## config.mk

```make
export PLATFORM = sky130hd
export DESIGN_NAME = tdf_div
export DESIGN_NICKNAME = d
export VERILOG_FILES = /design/src/design/tdf_div.sv
export SDC_FILE = /design/constraint.sdc
export NUM_CORES = 1
export LEC_CHECK = 0
export BUFFER_PORTS_ARGS = -buffer_cell sky130_fd_sc_hd__buf_2
export CAP_MARGIN = 10
export CORE_AREA = 4 4 108 151
export CTS_BUF_LIST = sky130_fd_sc_hd__clkbuf_16
export DETAILED_ROUTE_END_ITERATION = 10
export DIE_AREA = 0 0 112 155
export GPL_TIMING_DRIVEN = 1
export PLACE_DENSITY = 0.86
export SLEW_MARGIN = 5
export SYNTH_ARGS = -nofsm -noshare
export SYNTH_HDL_FRONTEND = slang
export SYNTH_SLANG_ARGS = --single-unit
```

## constraint.sdc

```tcl
create_clock -name clk_i -period 3.1 [get_ports clk_i]
set_input_delay 0.62 -clock clk_i [delete_from_list [all_inputs] [get_ports clk_i]]
set_output_delay 0.62 -clock clk_i [all_outputs]
set_load 0.005 [all_outputs]
```

## src/design/tdf_div.sv

```systemverilog
// Restoring divider: double-width dividend over a single-width divisor,
// quotient known to fit in W bits. Standalone iterative unit.
module tdf_div #(
  parameter int unsigned W = 32
) (
  input  logic           clk_i,
  input  logic           rst_ni,
  input  logic           start_i,
  input  logic [2*W-1:0] num_i,
  input  logic [W-1:0]   den_i,
  output logic           done_o,
  output logic [W-1:0]   quo_o
);
  localparam int unsigned CW = $clog2(2*W + 1);

  logic [2*W-1:0] num_q, num_d;
  logic [W:0]     rem_q, rem_d;
  logic [W-1:0]   den_q, den_d;
  logic [W-1:0]   quo_q, quo_d;
  logic [CW-1:0]  cnt_q, cnt_d;
  logic           busy_q, busy_d;
  logic [W:0]     sh;

  always_comb begin
    sh     = {rem_q[W-1:0], num_q[2*W-1]};
    num_d  = num_q;
    rem_d  = rem_q;
    den_d  = den_q;
    quo_d  = quo_q;
    cnt_d  = cnt_q;
    busy_d = busy_q;
    done_o = 1'b0;
    if (start_i) begin
      num_d  = num_i;
      den_d  = den_i;
      rem_d  = '0;
      quo_d  = '0;
      cnt_d  = CW'(2*W);
      busy_d = 1'b1;
    end else if (busy_q) begin
      num_d = {num_q[2*W-2:0], 1'b0};
      if (sh >= {1'b0, den_q}) begin
        rem_d = sh - {1'b0, den_q};
        quo_d = {quo_q[W-2:0], 1'b1};
      end else begin
        rem_d = sh;
        quo_d = {quo_q[W-2:0], 1'b0};
      end
      cnt_d = cnt_q - 1'b1;
      if (cnt_q == CW'(1)) begin
        busy_d = 1'b0;
        done_o = 1'b1;
      end
    end
  end

  always_ff @(posedge clk_i or negedge rst_ni) begin
    if (!rst_ni) begin
      busy_q <= 1'b0;
      cnt_q  <= '0;
    end else begin
      busy_q <= busy_d;
      cnt_q  <= cnt_d;
    end
  end

  always_ff @(posedge clk_i) begin
    num_q <= num_d;
    rem_q <= rem_d;
    den_q <= den_d;
    quo_q <= quo_d;
  end

  assign quo_o = quo_q;
endmodule

```

; ---- After elaboration in Yosys (flattened, before gate mapping)
; Cells that the tools add are included.
[classes]
magnitude_cmp = 1
bitwise_logic = 0
n_mul = 0
n_mux = 12
n_addsub = 2
div = 0
n_reduce_logical = 1
n_eq_ne = 1
n_shift = 0
[op_table]
columns = cell, count
row1 = $mux 64, 2
row2 = $ge 33x32->1, 1
row3 = $mux 32, 1
row4 = $sub 32x32->32, 1
row5 = $mux 7, 2
row6 = $eq 7x1->1 const B, 1
row7 = $mux 1, 7
row8 = $sub 7x1->7 const B, 1
row9 = $reduce_bool 2->1, 1
[totals]
inputBits = 99
latch_bits = 0
output_inout_bits = 33
rom_bits = 0
regBits = 168
mem_count = 0
mem_bits_rw = 0

; ---- Logic depth before layout (Yosys ltp)
[depth]
depth_word = 4
ltp_mapped = 13
depth_no_buf = 12

; ---- Worst setup path before layout
; OpenSTA, ideal clock, no wires.
[synth_path]
path_type = input to register
from = in start_i
to = reg num_q[0], enable pin
path_stages = 4
required_ns = 2.682
setup_ns = 0.418
arrival_ns = 2.665
path_slack_ns = 0.017
cell_sequence = clkbuf_1 > clkbuf_1 > nor2_1 > inv_1
[synth_via]
elab_chain_len = 1
[synth_rtl]
columns = element, line
row1 = "start, declared", 8  ; input logic start_i,
row2 = $reduce_bool 2->1 (no line), --
row3 = "end signal, assigned", 68  ; num_q <= num_d;
row4 = "end, declared", 16  ; logic [2*W-1:0] num_q, num_d;
; Every way passes these cells.
; A chain may end at the register's enable or synchronous reset.

; ---- Worst setup path after layout
[layout_path]
from = reg den_q[16]
to = reg rem_q[18]
[layout_via]
elab_chain_len = 2
[layout_rtl]
columns = element, line
row1 = "start, declared", 18  ; logic [W-1:0] den_q, den_d;
row2 = "start signal, assigned", 70  ; den_q <= den_d;
row3 = $sub 32x32->32 / $ge 33x32->1 (equally long branches), "43, 42"
row4 = $mux 32 *, 42  ; if (sh >= {1'b0, den_q}) begin
row5 = "end signal, assigned", 69  ; rem_q <= rem_d;
row6 = "end, declared", 17  ; logic [W:0] rem_q, rem_d;
; Mark *: on every way between the ends. The rest lies on a longest branch, timed or not.

==> impl_metrics.json <==
{
  "ctsHoldBuffers": 0,
  "async_flop_share": 0.0476,
  "ir_drop_mv": 0.405,
  "hold_viol": 0,
  "leakage_nw": 4.46,
  "drtIter0Drc": 398,
  "drtPass1Iterations": 5,
  "grt_pass1_vias": 6328,
  "cts_buffer_depth": 2,
  "total_power_mw": 5.71,
  "core.rowCount": 53,
  "grt_pass1_wl_um": 30200,
  "tritoncts": "yes",
  "syn_nets": 874,
  "start_kind": "flip-flop",
  "start_util": 0.564,
  "wl_um": 18700,
  "path_clk_slew_ns": 0.07,
  "tightest_slew_ns": 0.783,
  "nets": 1005,
  "die_x_um": 112,
  "die_height_um": 155,
  "finalWeightedCongestion": 0.939,
  "cap_viol_max_count": 0,
  "vias": 6142,
  "drc": 0,
  "relSlewSlack": 0.478,
  "grt_use_met1": 0.232,
  "crit_type": "reg -> reg",
  "hold_class": "in -> async",
  "htreeDepth": 4,
  "gr-total-overflow": 0,
  "synth_area_leaders": "edfxtp_1 34%, dfxtp_1 15%, mux2_2 8.4%, mux2i_1 5.4%, ha_1 5.1%",
  "grtUsageTotal": 0.217,
  "ios": 132,
  "antenna_found_initial": 2,
  "crit_arrival_ns": 3.28,
  "wl_per_cell_um": 17.4,
  "clock_latency_ns": 0.43,
  "setup_viol": 0,
  "grt_busiest_layer": "met2",
  "core_area_um2": 14900,
  "use_met3": 0.0591,
  "grt_start_max_net_pins": 114,
  "drive_gt1_frac": 0.294,
  "required_ns": 3.42,
  "grt_use_met2": 0.391,
  "finalCriticalPeriod_ns": 2.96,
  "setup_tns_ns": 0,
  "synth_top_cell_by_area": "edfxtp_1",
  "postSynthCellCount": 740,
  "yosys_warnings": 0,
  "final_core_util": 0.663,
  "ys_types": 65,
  "post-place-cells": 1038,
  "worst_r2r_path_depth": 11,
  "synth_edf_count": 96,
  "ys.flop_type": "edfxtp_1",
  "postRouteAntennaNets": 0,
  "finalNonFillerCells": 1076,
  "powerDensity_nw_per_um2": 577,
  "clock_tree.root_cell": "clkbuf_16",
  "ys_seq_elements": 168,
  "via_per_inst": 5.71,
  "portBuffers": 131,
  "area_growth_pct": 17.6,
  "antenna_cells": 0,
  "cp-end-kind": "flip-flop",
  "cts_inserted_buffers": 17,
  "synth.avg_cell_area_um2": 11.4,
  "skew_ns": 0.00797,
  "crit_path_max_fanout": 13,
  "rsz0062_at_grt": "false",
  "slew_viol_final": 0,
  "fin_crit_sh": 0.954,
  "cts_num_sinks": 168,
  "yosysSeqAreaShare": 0.518,
  "max_freq_mhz": 338,
  "synth_area_um2": 8420,
  "outcome": "finished, final reports clean",
  "hpwl_um": 13000,
  "die-area_um2": 17400,
  "yosysTopAreaCellShare": 0.342
}
## synthesized netlist by cell type (2+ instances only)
| master | count |
|---|---|
| nor3_1 | 12 |
| dfrtp_1 | 8 |
| o211ai_1 | 4 |
| nand3_1 | 10 |
| a211oi_2 | 2 |
| nand2_1 | 39 |
| a311oi_1 | 5 |
| a31oi_1 | 5 |
| a211o_1 | 2 |
| o21ai_1 | 7 |
| xnor2_1 | 19 |
| buf_1 | 7 |
| nor2_1 | 72 |
| nor2b_1 | 4 |
| dfxtp_1 | 64 |
| mux2i_1 | 45 |
| and3_1 | 6 |
| clkbuf_1 | 17 |
| nand4_1 | 13 |
| a21o_1 | 15 |
| o21bai_1 | 4 |
| nand4b_1 | 2 |
| buf_6 | 3 |
| ha_1 | 34 |
| buf_2 | 6 |
| a32oi_1 | 2 |
| a41oi_1 | 4 |
| a211oi_1 | 15 |
| mux2_2 | 63 |
| nor4_1 | 2 |
| a21oi_2 | 3 |
| inv_1 | 46 |
| nand2_2 | 2 |
| nand2b_1 | 2 |
| edfxtp_1 | 96 |
| o21ai_0 | 20 |
| xor2_1 | 12 |
| a21oi_1 | 33 |
| o21a_1 | 9 |
## final timing paths
check / slack [ns] / to / startpoint
setup / recovery: 0.14 / rem_q[18] / den_q[16]
hold reg to reg: 0.47 / rem_q[5] / rem_q[5]
setup reg to reg: 0.14 / rem_q[18] / den_q[16]
hold / removal: 0.03 / cnt_q[3] / rst_ni
min in group clk_i: 0.37 / den_q[3] / den_i[3]
max in group asynchronous: 2.88 / busy_q / rst_ni
## sequential cells by signal (all words and copies together), names as in the netlist
register	cells
quo_o	32
num_q	64
den_q	32
busy_q	1
rem_q	32
cnt_q	7
## critical path, cell delays in order (launching register included)
cell      delay (ns)
edfxtp_1        0.37
inv_1           0.08
ha_1            0.32
a21oi_1         0.24
o211ai_1        0.14
or3_1           0.37
a211oi_4        0.23
o31ai_4         0.15
a31oi_4         0.36
nor2_8          0.14
mux2i_1         0.16
a211oi_1        0.29
## cells in the final DEF (no fill, tap or decap), drive strengths merged, types with 5 or more instances in the layout
cell and instances:
nand3 10, buf 147, nor3 12, a21o 15, mux2i 45, o21ai 28
a31oi 6, dfrtp 8, a311oi 5, edfxtp 96, a21oi 36, xor2 12
mux2 63, nand4 13, ha 34, dfxtp 64, clkbuf 17, and3 6
inv 54, xnor2 19, nor2 74, a211oi 18, nand2 41, o21a 9
## power breakdown
group / total, mW / internal [mW] / leakage, nW / switching, mW
registers: 2.71 / 2.59 / 1.60 / 0.112
clock network: 2.18 / 1.22 / 0.298 / 0.959
logic: 0.817 / 0.383 / 2.55 / 0.434
## area by class of cell
cell class,instances,area [um2]
Multi-Input combinational cell,491,3710
Clock buffer,17,425
Inverter,46,173
Tap cell,192,240
Fill cell,1133,5020
Timing Repair Buffer,147,795
Clock inverter,15,184
Sequential cell,168,4370
## through the flow
step	instance area, um2	setup WS (ns)	hold WS, ns
final	9900	0.141	0.0255
after floorplan	8420	0.0167	0.324
after CTS	9850	0.0457	0.00911
after global placement	9230	0.190	0.459
after global routing	9900	0.000456	0.0174
after detailed placement	9230	0.0377	0.461
## routing by layer
layer	vias up	part of all wire
li1	2950	-
met1	2925	0.38
met2	204	0.53
met3	59	0.056
met4	4	0.038
met5	-	0.0013
## what timing repair did
action / 4_1_cts / 5_1_grt
endpoints found under the hold margin: 0 / 0
resized for setup: 0 / 1
pin swaps: 1 / 3
setup endpoints to repair: 1 / 25
cloned: 1 / 0
setup buffers: 0 / 5
## cells by family after synthesis
group | share of synthesized area
fa+ha+maj | 0.0529
buf+inv | 0.0427
flops | 0.518
compound gates | 0.122
simple gates | 0.0936
xor+xnor | 0.0323
mux | 0.138
(Power assumes the default switching activity.)
