**src/design/tdf_sqrt.sv**
```systemverilog
// Bit-serial integer square root of a double-width unsigned value.
// Uses tdf_pkg for nothing; standalone iterative unit.
module tdf_sqrt #(
  parameter int unsigned W = 64
) (
  input  logic         clk_i,
  input  logic         rst_ni,
  input  logic         start_i,
  input  logic [W-1:0] rad_i,
  output logic         done_o,
  output logic [W/2-1:0] root_o
);
  localparam int unsigned CW = $clog2(W/2 + 1);

  logic [W-1:0]   rad_q, rad_d;
  logic [W/2+1:0] rem_q, rem_d;
  logic [W/2-1:0] root_q, root_d;
  logic [CW-1:0]  cnt_q, cnt_d;
  logic           busy_q, busy_d;
  logic [W/2+1:0] trial;
  logic [W/2+1:0] shifted;

  // One result bit a step: restoring two-bit shift form.
  always_comb begin
    shifted = {rem_q[W/2-1:0], rad_q[W-1 -: 2]};
    trial   = {root_q, 2'b01};
    rad_d   = rad_q;
    rem_d   = rem_q;
    root_d  = root_q;
    cnt_d   = cnt_q;
    busy_d  = busy_q;
    done_o  = 1'b0;
    if (start_i) begin
      rad_d  = rad_i;
      rem_d  = '0;
      root_d = '0;
      cnt_d  = CW'(W/2);
      busy_d = 1'b1;
    end else if (busy_q) begin
      rad_d = {rad_q[W-3:0], 2'b00};
      if (shifted >= trial) begin
        rem_d  = shifted - trial;
        root_d = {root_q[W/2-2:0], 1'b1};
      end else begin
        rem_d  = shifted;
        root_d = {root_q[W/2-2:0], 1'b0};
      end
      cnt_d = cnt_q - 1'b1;
      if (cnt_q == CW'(1)) begin
        busy_d = 1'b0;
        done_o = 1'b1;
      end
    end
  end

  always_ff @(posedge clk_i or negedge rst_ni) begin
    if (!rst_ni) begin
      busy_q <= 1'b0;
      cnt_q  <= '0;
    end else begin
      busy_q <= busy_d;
      cnt_q  <= cnt_d;
    end
  end

  always_ff @(posedge clk_i) begin
    rad_q  <= rad_d;
    rem_q  <= rem_d;
    root_q <= root_d;
  end

  assign root_o = root_q;
endmodule

```
**config.mk**
```make
export PLATFORM = sky130hd
export DESIGN_NAME = tdf_sqrt
export DESIGN_NICKNAME = d
export VERILOG_FILES = /design/src/design/tdf_sqrt.sv
export SDC_FILE = /design/constraint.sdc
export NUM_CORES = 1
export LEC_CHECK = 0
export BUFFER_PORTS_ARGS = -buffer_cell sky130_fd_sc_hd__buf_2
export CORE_MARGIN = 2
export CORE_UTILIZATION = 60
export CTS_CLUSTER_DIAMETER = 80
export CTS_CLUSTER_SIZE = 30
export DETAILED_ROUTE_END_ITERATION = 10
export GPL_TIMING_DRIVEN = 1
export PLACE_DENSITY = 0.93
export SYNTH_ARGS = -nofsm -noshare
export SYNTH_HDL_FRONTEND = slang
export SYNTH_SLANG_ARGS = --single-unit
export TNS_END_PERCENT = 50
```
**constraint.sdc**
```tcl
create_clock -name clk_i -period 7.7 [get_ports clk_i]
set_clock_uncertainty 0.2 [all_clocks]
set_input_delay 1.54 -clock clk_i [delete_from_list [all_inputs] [get_ports clk_i]]
set_output_delay 1.54 -clock clk_i [all_outputs]
set_load 0.02 [all_outputs]
```
=== Yosys cells after proc, flatten, opt, wreduce, memory -nomap -nowiden ===
Index checks and enable logic that the tools add are counted.

* Register bits after elaboration: 135
* Output and inout bits: 33

* $add $sub $neg: 2
* $lt $le $gt $ge: 1
* Eq/ne operators: 1
* Muxes and demuxes: 12
* Reductions and logical operators: 1

{| class="wikitable"
|+ Operators with widths
! operator !! number
|-
| two-way mux 64 bit || 2
|-
| greater-or-equal comparator 34 bit || 1
|-
| two-way mux 32 bit || 1
|-
| subtractor 32 bit || 1
|-
| two-way mux 6 bit || 2
|-
| two-way mux 1 bit || 7
|-
| == test 6 x 1 -> 1 bit (second input constant) || 1
|-
| subtractor 6 x 1 -> 6 bit (second input constant) || 1
|-
| nonzero test 2 bit || 1
|}

=== Logic depth before layout (Yosys ltp) ===
Gate-level depths: netlist (run 1).

* Depth in word-level cells: 4
* Depth in mapped cells: 12

=== Least setup slack after synthesis (run 1) ===
OpenSTA, ideal clock, no wires.

* Kind: input -> register
* Start point: input start_i
* End point: register rad_q[0] (enable)
* Arrival time: 3.395 ns
* Slack: 3.687 ns
* Stages on the path: 4
* Buffers on the path: 2
* Cell sequence: clkbuf_1 clkbuf_1 nor2_1 inv_1

* Word-level cells in the longest chain between the ends: 1

{| class="wikitable"
|+ Ends and longest elaborated chain
! item !! RTL line !! RTL
|-
| start: declaration || 8 || <nowiki>input logic start_i,</nowiki>
|-
| nonzero test 2 bit (no line) || n/a ||
|-
| end signal: assignment || 67 || <nowiki>rad_q <= rad_d;</nowiki>
|-
| end: declaration || 15 || <nowiki>logic [W-1:0] rad_q, rad_d;</nowiki>
|}

Every way passes these cells.
A chain may end at the register's enable or synchronous reset.

=== Worst setup path in the final report (run 1) ===
* Start point: input start_i
* End point: output done_o

* Word-level cells in the longest chain between the ends: 1

{| class="wikitable"
|+ Ends and longest elaborated chain
! item !! RTL line !! RTL
|-
| two-way mux 1 bit || 33 || <nowiki>if (start_i) begin</nowiki>
|-
| end: declaration || 10 || <nowiki>output logic done_o,</nowiki>
|}

Every way passes these cells.

==> results of run 1 <==
worst max path at each step:
stage | end | from | cells after the start
6_report | done_o | start_i | 5
5_1_grt | done_o | start_i | 5
4_1_cts | done_o | start_i | 5
3_5_place_dp | done_o | start_i | 5
3_3_place_gp | done_o | start_i | 5
2_1_floorplan | rad_q[0] | start_i | 4
logic make-up after synthesis:
kind of cell | Yosys count
flops | 135
simple gates | 233
mux | 95
xor+xnor | 24
fa+ha+maj | 36
compound gates | 140
buf+inv | 81
worst min-delay path, cell delays in order (launching register included):
cell and delay, ns:
dfxtp_1 0.32, nand2_1 0.06, a311oi_1 0.07
layout make-up:
class | count | area share [%]
clock buffer | 19 | 5.106
multi-input combinational | 528 | 43.34
clock inverter | 13 | 2.236
timing repair buffer | 103 | 6.087
inverter | 42 | 1.817
sequential | 135 | 38.99
tap | 168 | 2.423
layer usage:
metal  vias to the layer above  track usage [%]  part of all wire (%)
li1                       2865                -                     -
met1                      2846            33.19                    42
met2                       228            42.42                    49
met3                        38            6.224                   6.2
met4                         0            9.639                   2.1
met5                         -                0                     0
per-stage QoR:
stage | hold WS [ns] | total power, mW | utilization, %
final | 0.2990 | 3.375 | 71.92
after detailed placement | 0.2884 | 2.452 | 66.64
after CTS | 0.3001 | 3.353 | 71.92
after global routing | 0.3261 | 3.583 | 71.92
after floorplan | 0.2631 | 2.163 | -
after global placement | 0.2788 | 2.405 | 66.64
power by group:
part / total (mW) / leakage [nW] / switching (mW) / internal (mW)
registers: 0.970 / 1.29 / 0.0788 / 0.891
logic: 1.53 / 2.23 / 0.903 / 0.631
clock network: 0.871 / 0.309 / 0.317 / 0.554
total: 3.37 / 3.82 / 1.30 / 2.08
state kept, by name, indices dropped and copies added (netlist names):
name / cells
cnt_q: 6
rad_q: 64
root_o: 32
busy_q: 1
rem_q: 32
cell usage in the layout, fill, tap and decap left out, drive strengths merged, types with 5 or more instances in the layout:
| master | synthesis | routed |
|---|---|---|
| o21bai | 10 | 10 |
| nor3 | 10 | 10 |
| clkbuf | 26 | 19 |
| and3 | 7 | 7 |
| a21o | 12 | 12 |
| mux2i | 32 | 32 |
| a21oi | 33 | 33 |
| o211ai | 5 | 5 |
| buf | 13 | 103 |
| mux2 | 63 | 63 |
| nand4 | 8 | 8 |
| o21ai | 22 | 22 |
| inv | 42 | 45 |
| nand2 | 72 | 72 |
| nand2b | 5 | 5 |
| o21a | 5 | 5 |
| nand3 | 14 | 14 |
| dfxtp | 64 | 64 |
| or3 | 10 | 10 |
| xor2 | 8 | 8 |
| edfxtp | 64 | 64 |
| a311oi | 25 | 25 |
| nor2 | 85 | 85 |
| dfrtp | 7 | 7 |
| a31oi | 5 | 5 |
| a211oi | 6 | 6 |
| ha | 36 | 36 |
| xnor2 | 16 | 16 |
| clkinv | 0 | 5 |
==> flow_summary.json, run 1 <==
{
  "outcome": "completed",
  "cp_cell_sequence": "buf_4 > nor2_1 > and4b_1 > and2_1 > buf_2",
  "synth_top_family_by_area": "simple AND/OR/NAND/NOR gates",
  "synth_xor_area_share_pct": 2.818,
  "syn_area_um2": 7458,
  "synth_mux_area_share_pct": 13.81,
  "cts_hold_buf": 0,
  "hold_viol": 0,
  "cp-start-kind": "input pin",
  "wl_um": 16520,
  "ys_top_cells_by_count": "nor2_1, nand2_1, dfxtp_1, edfxtp_1, mux2_2",
  "cp.arrival_ns": 2.57,
  "worst_slack_ns": 3.390,
  "antenna_cells": 0,
  "synthCells": 744,
  "grt_max_degree": 100,
  "die_w_um": 115.5,
  "tightestPinTransition_ns": 1.157,
  "dp_cells": 976,
  "floorplan.die_area_um2": 13340,
  "p_leak_nw": 3.823,
  "cts.sinks": 135,
  "cp_max_fo": 44,
  "fin_crit_sh_pct": 55.97,
  "period_needed_ns": 4.310,
  "io_pins": 100,
  "ys_seq_area_share_pct": 45.29,
  "synth_area_leader_cell": "edfxtp_1",
  "drive_gt1_share_pct": 24.76,
  "yosys_warnings": 0,
  "peakVddDrop_uv": 256.9,
  "cts_tree": "done",
  "powerDensity_nw_per_um2": 389.0,
  "drt-pass1-iter-count": 5,
  "hold_path.class": "flip-flop to flip-flop",
  "area_growth_syn_to_layout_pct": 16.31,
  "htree_num_levels": 4,
  "hp-start": "rem_q[14]",
  "n_fill_cell": 853,
  "synth_edf_count": 64,
  "slew_headroom_pct": 22.86,
  "synth_most_common_cell": "nor2_1",
  "holdPathStages": 2,
  "vias_per_cell": 5.930,
  "r2r_start": "rad_q[62]",
  "clockRootBuffer": "clkbuf_16",
  "final-seq-area_um2": 3382,
  "crit_buf_inv": 2,
  "nNetsFinal": 930,
  "cts_setup_buffers": 0,
  "numCtsBuffers": 17,
  "required_ns": 5.96,
  "io_buffers": 99,
  "r2r_end": "rem_q[27]",
  "grt_pass1_vias": 5608,
  "hpwl_um": 10600,
  "first_iter_violations": 468,
  "synth_fp_nets": 847,
  "hold_end": "rem_q[16]",
  "max_cap_viol_count": 0,
  "fp.dieH_um": 115.5,
  "cts_max_path_buffers": 2,
  "route.detailed.drc": 0,
  "layoutNonFillerInstCount": 1008,
  "fp-row-count": 40,
  "slew_violations": 0,
  "clk_latency_ns": 0.43,
  "synth_cell_types": 62,
  "num_vias": 5977,
  "synthSimpleGateAreaFrac_pct": 14.44,
  "synth-seq-cells": 135,
  "synthAdderAreaFrac_pct": 6.039,
  "core_area_um2": 12060,
  "antenna_found_initial": 0,
  "dpl_cell_area_um2": 8038,
  "place_congestion": 0.8790,
  "final_area_um2": 8675,
  "synth.avg_cell_area_um2": 10.02,
  "cts_resized": 0,
  "max_stage_delay_ns": 0.40,
  "worst_path_max_delay_cell": "buf_4",
  "synthArstFlopShare_pct": 5.185,
  "grt.total_usage_pct": 25.78,
  "worstSetupPathType": "input pin to primary output",
  "critPathCaptureType": "primary output",
  "multi_input_area_um2": 3760,
  "r2r_setup_slack_ns": 3.88,
  "grt_first_pass_wirelength_um": 27030,
  "antenna_left": 0,
  "tns_ns": 0,
  "grt_overflow_total": 0,
  "wire_per_inst_um": 16.39,
  "clk_pin_slew_ns": 0.06,
  "clock.fmax_ghz": 0.2320,
  "rsz0062_at_grt": "false",
  "synth-compound-area-share_pct": 13.30,
  "post-place-ws_ns": 3.375,
  "critPathTopFamily": "buffers and inverters",
  "reg2reg_depth": 10,
  "start_util_pct": 61.84,
  "synth_top_cells_by_area": "edfxtp_1, dfxtp_1, mux2_2",
  "ys.flop_type": "edfxtp_1",
  "synth_top_cell_area_share_pct": 25.77,
  "setup-violations-final": 0
}
(Power assumes the default switching activity.)
==> run 2: changes to the inputs <==
--- a/config.mk
+++ b/config.mk
@@ -5,14 +5,15 @@
 export SDC_FILE = /design/constraint.sdc
 export NUM_CORES = 1
 export LEC_CHECK = 0
+export ABC_AREA = 1
 export BUFFER_PORTS_ARGS = -buffer_cell sky130_fd_sc_hd__buf_2
 export CORE_MARGIN = 2
-export CORE_UTILIZATION = 60
+export CORE_UTILIZATION = 53
 export CTS_CLUSTER_DIAMETER = 80
 export CTS_CLUSTER_SIZE = 30
 export DETAILED_ROUTE_END_ITERATION = 10
 export GPL_TIMING_DRIVEN = 1
-export PLACE_DENSITY = 0.93
+export PLACE_DENSITY = 0.87
 export SYNTH_ARGS = -nofsm -noshare
 export SYNTH_HDL_FRONTEND = slang
 export SYNTH_SLANG_ARGS = --single-unit
==> constraint.sdc (replaced) <==
create_clock -name clk_i -period 3.8 [get_ports clk_i]
set_clock_uncertainty 0.2 [all_clocks]
set_input_delay 0.76 -clock clk_i [delete_from_list [all_inputs] [get_ports clk_i]]
set_output_delay 0.76 -clock clk_i [all_outputs]
set_load 0.02 [all_outputs]
==> flow_summary.json, run 2 <==
{
  "outcome": "completed",
  "numCtsBuffers": 17,
  "synth_most_common_cell": "nand2_1",
  "cp-start-kind": "flip-flop",
  "synth_top_cell_area_share_pct": 26.56,
  "place_congestion": 1.004,
  "top_register": "rad_q",
  "hpwl_um": 14550,
  "powerDensity_nw_per_um2": 803.1,
  "synthArstFlopShare_pct": 5.185,
  "fp-row-count": 45,
  "hold_path.class": "flip-flop to flip-flop",
  "tightestPinTransition_ns": 0.6530,
  "cts_resized": 0,
  "htree_num_levels": 4,
  "final_common_cell": "nand2_1",
  "crit_top_cell": "nand2_1",
  "synth_cell_types": 35,
  "num_vias": 7503,
  "route.detailed.drc": 0,
  "reg2reg_depth": 14,
  "r2r_setup_slack_ns": 1.01,
  "required_ns": 3.93,
  "cp_max_fo": 33,
  "clock.fmax_ghz": 0.3589,
  "worst_path_max_delay_cell": "nor2_8",
  "cts.sinks": 135,
  "fp.dieH_um": 127.6,
  "nNetsFinal": 1375,
  "synth_edf_count": 64,
  "cp_cell_sequence": "inv_1 > ha_1 > nand2_1 > inv_1 > a21oi_1 > nand2_1 > nand2_1 > nand2_2 > nor2_8 > nand2_8 > nand2_2 > nand2_1 > nand2_1 > nand2_1",
  "rsz0062_at_grt": "false",
  "antenna_found_initial": 0,
  "max_cap_viol_count": 0,
  "drt-pass1-iter-count": 5,
  "hp-start": "rem_q[30]",
  "max_stage_delay_ns": 0.37,
  "antenna_left": 0,
  "wl_um": 20130,
  "antenna_cells": 0,
  "synth_area_leader_cell": "nand2_1",
  "r2r_start": "root_o[23]",
  "largest_register_ff_count": 64,
  "io_buffers": 99,
  "synthCells": 1180,
  "hold_viol": 0,
  "vias_per_cell": 5.094,
  "holdPathStages": 2,
  "r2r_end": "rem_q[30]",
  "cts_max_path_buffers": 2,
  "first_iter_violations": 545,
  "clockRootBuffer": "clkbuf_16",
  "floorplan.die_area_um2": 16290,
  "drive_gt1_share_pct": 12.22,
  "grt.total_usage_pct": 25.73,
  "ys_top_cells_by_count": "nand2_1, inv_1, nand3_1",
  "clk_latency_ns": 0.43,
  "core_area_um2": 15090,
  "area_growth_syn_to_layout_pct": 15.19,
  "setup-violations-final": 0,
  "cts_tree": "done",
  "fin_crit_sh_pct": 73.32,
  "layoutNonFillerInstCount": 1473,
  "ys.flop_type": "edfxtp_1",
  "wire_per_inst_um": 13.66,
  "io_pins": 100,
  "start_util_pct": 53.67,
  "slew_violations": 0,
  "synth_fp_nets": 1283,
  "grt_first_pass_wirelength_um": 33580,
  "grt_pass1_vias": 7245,
  "clk_pin_slew_ns": 0.07,
  "critPathCaptureType": "flip-flop",
  "syn_area_um2": 8099,
  "peakVddDrop_uv": 546.8,
  "p_leak_nw": 5.109,
  "cp.arrival_ns": 2.92,
  "tns_ns": 0,
  "yosys_warnings": 0,
  "slew_headroom_pct": 56.42,
  "layout_common_cells": "nand2_1, inv_1, buf_2",
  "ys_seq_area_share_pct": 41.71,
  "grt_max_degree": 83,
  "synth-seq-cells": 135,
  "period_needed_ns": 2.786,
  "worstSetupPathType": "flip-flop to flip-flop",
  "dp_cells": 1440,
  "die_w_um": 127.6,
  "synth.avg_cell_area_um2": 6.864,
  "hold_end": "rem_q[30]",
  "grt_overflow_total": 0,
  "synth_top_cells_by_area": "nand2_1, edfxtp_1, dfxtp_1"
}
-- run 2: cell types whose count changed in the layout (fill, tap and decap cells not counted), moves of 16 or more --
cell / change
inv_1: +124
nand3_1: +53
a311oi_1: -25
nor2_1: -46
mux2_2: -62
xnor2_1: -16
o22ai_1: +32
mux2i_1: -32
nand2_1: +501
-- run 2: per-stage QoR --
step / power, mW / util [%] / setup slack, ns / hold slack (ns) / cell area (um^2)
after global routing: 8.188 / 61.82 / 0.7811 / 0.2845 / 9329
after global placement: 5.801 / 58.00 / 1.120 / 0.2471 / 8752
after detailed placement: 5.849 / 58.00 / 1.062 / 0.2492 / 8752
after floorplan: 5.022 / - / 0.2478 / 0.2298 / 8099
final: 7.492 / 61.82 / 1.014 / 0.2685 / 9329
after CTS: 7.491 / 61.82 / 1.030 / 0.2620 / 9329
-- run 2: layout make-up --
cell class,instances,area [um^2]
Fill cell,1363,5761
Multi-Input combinational cell,841,3930
Sequential cell,135,3378
Inverter,171,643.1
Timing Repair Buffer,106,575.6
Clock buffer,19,432.9
Tap cell,188,235.2
Clock inverter,13,133.9
-- run 2: critical path, delay by kind of cell (launching register included) --
kind / cells / cell delay [ns]
AO/OA/AOI/OAI: 1 / 0.22
adder cells (fa/ha/maj): 1 / 0.36
AND/OR/NAND/NOR: 10 / 1.43
buffers and inverters: 2 / 0.12
flip-flops: 1 / 0.33
-- run 2: layer usage --
layer / track usage (%) / up-vias / share of wire, %
li1: - / 3863 / -
met1: 32.04 / 3370 / 44
met2: 44.23 / 234 / 48
met3: 5.193 / 36 / 5.9
met4: 9.632 / 0 / 2.0
met5: 0 / - / 0
-- run 2: logic make-up after synthesis --
logic type	after synthesis	synth area share [%]
compound gates	67	4.743
simple gates	724	36.64
fa+ha+maj	36	5.562
flops	135	41.71
xor+xnor	14	1.514
buf+inv	204	9.825
-- run 2: report_power, final --
part	leakage [nW]	switching [mW]	total [mW]	internal [mW]
logic	3.52	2.67	3.97	1.30
clock network	0.276	0.681	1.60	0.921
registers	1.31	0.143	1.92	1.78
total	5.11	3.49	7.49	4.00
-- run 2: worst max path at each step --
| stage | startpoint | endpoint |
|---|---|---|
| global route | root_o[23] | rem_q[30] |
| global placement | root_o[23] | rem_q[30] |
| floorplan | start_i | rad_q[0] |
| detailed placement | root_o[23] | rem_q[30] |
| CTS | cnt_q[1] | done_o |
| finish | root_o[23] | rem_q[30] |
-- run 2: repair_timing --
item / CTS / global route
setup buffers: 0 / 0
endpoints found under the hold margin: 7 / 0
hold buffers: 1 / 0
==> run 3: changes to the inputs <==
--- a/config.mk
+++ b/config.mk
@@ -8,12 +8,12 @@
 export ABC_AREA = 1
 export BUFFER_PORTS_ARGS = -buffer_cell sky130_fd_sc_hd__buf_2
 export CORE_MARGIN = 2
-export CORE_UTILIZATION = 53
+export CORE_UTILIZATION = 59
 export CTS_CLUSTER_DIAMETER = 80
 export CTS_CLUSTER_SIZE = 30
 export DETAILED_ROUTE_END_ITERATION = 10
 export GPL_TIMING_DRIVEN = 1
-export PLACE_DENSITY = 0.87
+export PLACE_DENSITY = 0.91
 export SYNTH_ARGS = -nofsm -noshare
 export SYNTH_HDL_FRONTEND = slang
 export SYNTH_SLANG_ARGS = --single-unit
==> constraint.sdc (replaced) <==
create_clock -name clk_i -period 2.8 [get_ports clk_i]
set_clock_uncertainty 0.2 [all_clocks]
set_input_delay 0.56 -clock clk_i [delete_from_list [all_inputs] [get_ports clk_i]]
set_output_delay 0.56 -clock clk_i [all_outputs]
set_load 0.02 [all_outputs]
==> flow_summary.json, run 3 (synthesis results as in run 2) <==
{
  "max_cap_viol_count": 0,
  "cts_setup_buffers": 0,
  "cp.arrival_ns": 2.74,
  "clk_latency_ns": 0.44,
  "place_congestion": 1.008,
  "grt_max_degree": 68,
  "p_leak_nw": 5.125,
  "hold_path.class": "input pin to flip-flop",
  "start_util_pct": 60.68,
  "first_iter_violations": 541,
  "io_buffers": 99,
  "swShare_pct": 47.15,
  "antenna_left": 0,
  "tightestPinTransition_ns": 1.186,
  "worstSetupPathType": "flip-flop to flip-flop",
  "cts.sinks": 135,
  "die_w_um": 121.2,
  "final_area_um2": 9356,
  "internal_power_mw": 5.489,
  "tns_ns": 0,
  "slew_violations": 0,
  "critPathCaptureType": "flip-flop",
  "vias_per_cell": 5.225,
  "p_total_mw": 10.39,
  "nNetsFinal": 1381,
  "fin_crit_sh_pct": 93.54,
  "layout_common_cells": "nand2_1, inv_1, buf_2",
  "fp-row-count": 42,
  "power.switching_mw": 4.897,
  "post-route-util_pct": 70.10,
  "clock.fmax_ghz": 0.3818,
  "grtUsageMet1_pct": 35.96,
  "hold_viol": 0,
  "global_route.usage.met2_pct": 50.21,
  "cp-start-kind": "flip-flop",
  "final_common_cell": "nand2_1",
  "powerDensity_nw_per_um2": 1110,
  "antenna_cells": 0,
  "clkPwrFrac_pct": 21.4,
  "grt_overflow_total": 0,
  "antenna_found_initial": 0,
  "io_pins": 100,
  "wire_per_inst_um": 14.05,
  "n_fill_cell": 1110,
  "htree_num_levels": 4,
  "clockRootBuffer": "clkbuf_16",
  "layoutNonFillerInstCount": 1467,
  "numCtsBuffers": 17,
  "top_register": "rad_q",
  "cts_tree": "done",
  "area_growth_syn_to_layout_pct": 15.53,
  "fp.dieH_um": 121.2,
  "clk_pin_slew_ns": 0.06,
  "dp_cells": 1433,
  "gr-usage-met3_pct": 6.955,
  "num_vias": 7665,
  "route.detailed.drc": 0,
  "grt.total_usage_pct": 29.13,
  "wl_um": 20610,
  "peakVddDrop_uv": 605.1,
  "cts_max_path_buffers": 2,
  "p_seq_share_pct": 25.1,
  "required_ns": 2.92,
  "floorplan.die_area_um2": 14680,
  "drt-pass1-iter-count": 7,
  "slew_headroom_pct": 20.88,
  "hpwl_um": 14320,
  "outcome": "completed",
  "period_needed_ns": 2.619,
  "core_area_um2": 13350,
  "grt_pass1_vias": 7321,
  "cp_max_fo": 16,
  "drive_gt1_share_pct": 12.94,
  "setup-violations-final": 0,
  "grt_first_pass_wirelength_um": 33790,
  "rsz0062_at_grt": "true",
  "grt_busiest_layer": "met2",
  "pwr-share-comb_pct": 53.4,
  "dpl_cell_area_um2": 8750,
  "largest_register_ff_count": 64
}
## run 3: critical path, cell delays in order (launching register included)
cell and delay [ns]:
dfxtp_1 0.32, inv_1 0.07, ha_1 0.36, nand2_1 0.17, inv_1 0.05, a21oi_1 0.20, nand2_1 0.11, nand2_1 0.09
nand2_2 0.09, nor2_8 0.26, buf_4 0.29, nand3_1 0.10, nand2_1 0.07, inv_1 0.04, nand2_1 0.05, nand2_1 0.04
## run 3: path summary, 6_finish.rpt
kind,from,to,slack (ns),depth (start not counted)
max,root_o[23],rem_q[31],0.18,15
min,rad_i[0],rad_q[0],0.19,3
max reg2reg,root_o[23],rem_q[31],0.18,15
min reg2reg,rem_q[30],rem_q[30],0.27,2
max in group asynchronous,rst_ni,busy_q,1.93,2
min in group asynchronous,rst_ni,cnt_q[4],0.31,2
## run 3: through the flow
step	setup slack, ns	hold WS [ns]
6_report	0.1809	0.1890
2_1_floorplan	0.3007	0.06441
3_5_place_dp	0.2544	0.2037
5_1_grt	-0.003013	0.1995
4_1_cts	0.2121	0.1790
3_3_place_gp	0.2770	0.1971
## run 3: power by group through the flow
| stage | combinational (mW) | clock (mW) | sequential, mW |
|---|---|---|---|
| global placement | 5.25 | 0 | 2.63 |
| finish | 5.55 | 2.23 | 2.61 |
| detailed placement | 5.32 | 0 | 2.64 |
| CTS | 5.41 | 2.24 | 2.60 |
| floorplan | 4.22 | 0 | 2.60 |
| global route | 6.29 | 2.32 | 2.64 |
## run 3: repair_timing
| item | in CTS | in global routing |
|---|---|---|
| hold buffers | 1 | 0 |
| hold endpoints to repair | 7 | 0 |
| endpoints found under the setup margin | 0 | 5 |
| resized for setup | 0 | 1 |
## run 3: per-layer routing
metal	part of all wire (%)	routed length, um	vias to the layer above
li1	-	-	3878
met3	7.1	1470	38
met4	2.0	405	0
met5	0	0	-
met1	43	8837	3470
met2	48	9900	279
## run 3: final cells by class
| class | instances | area, um^2 | area share, % |
|---|---|---|---|
| multi-input cells | 842 | 3944 | 42.15 |
| flip-flops and latches | 135 | 3378 | 36.11 |
| well taps | 176 | 220.2 | 2.354 |
| clock inverters | 15 | 157.7 | 1.685 |
| clock buffers | 17 | 425.4 | 4.547 |
| inverters | 171 | 643.1 | 6.874 |
| repair buffers | 111 | 588.1 | 6.285 |
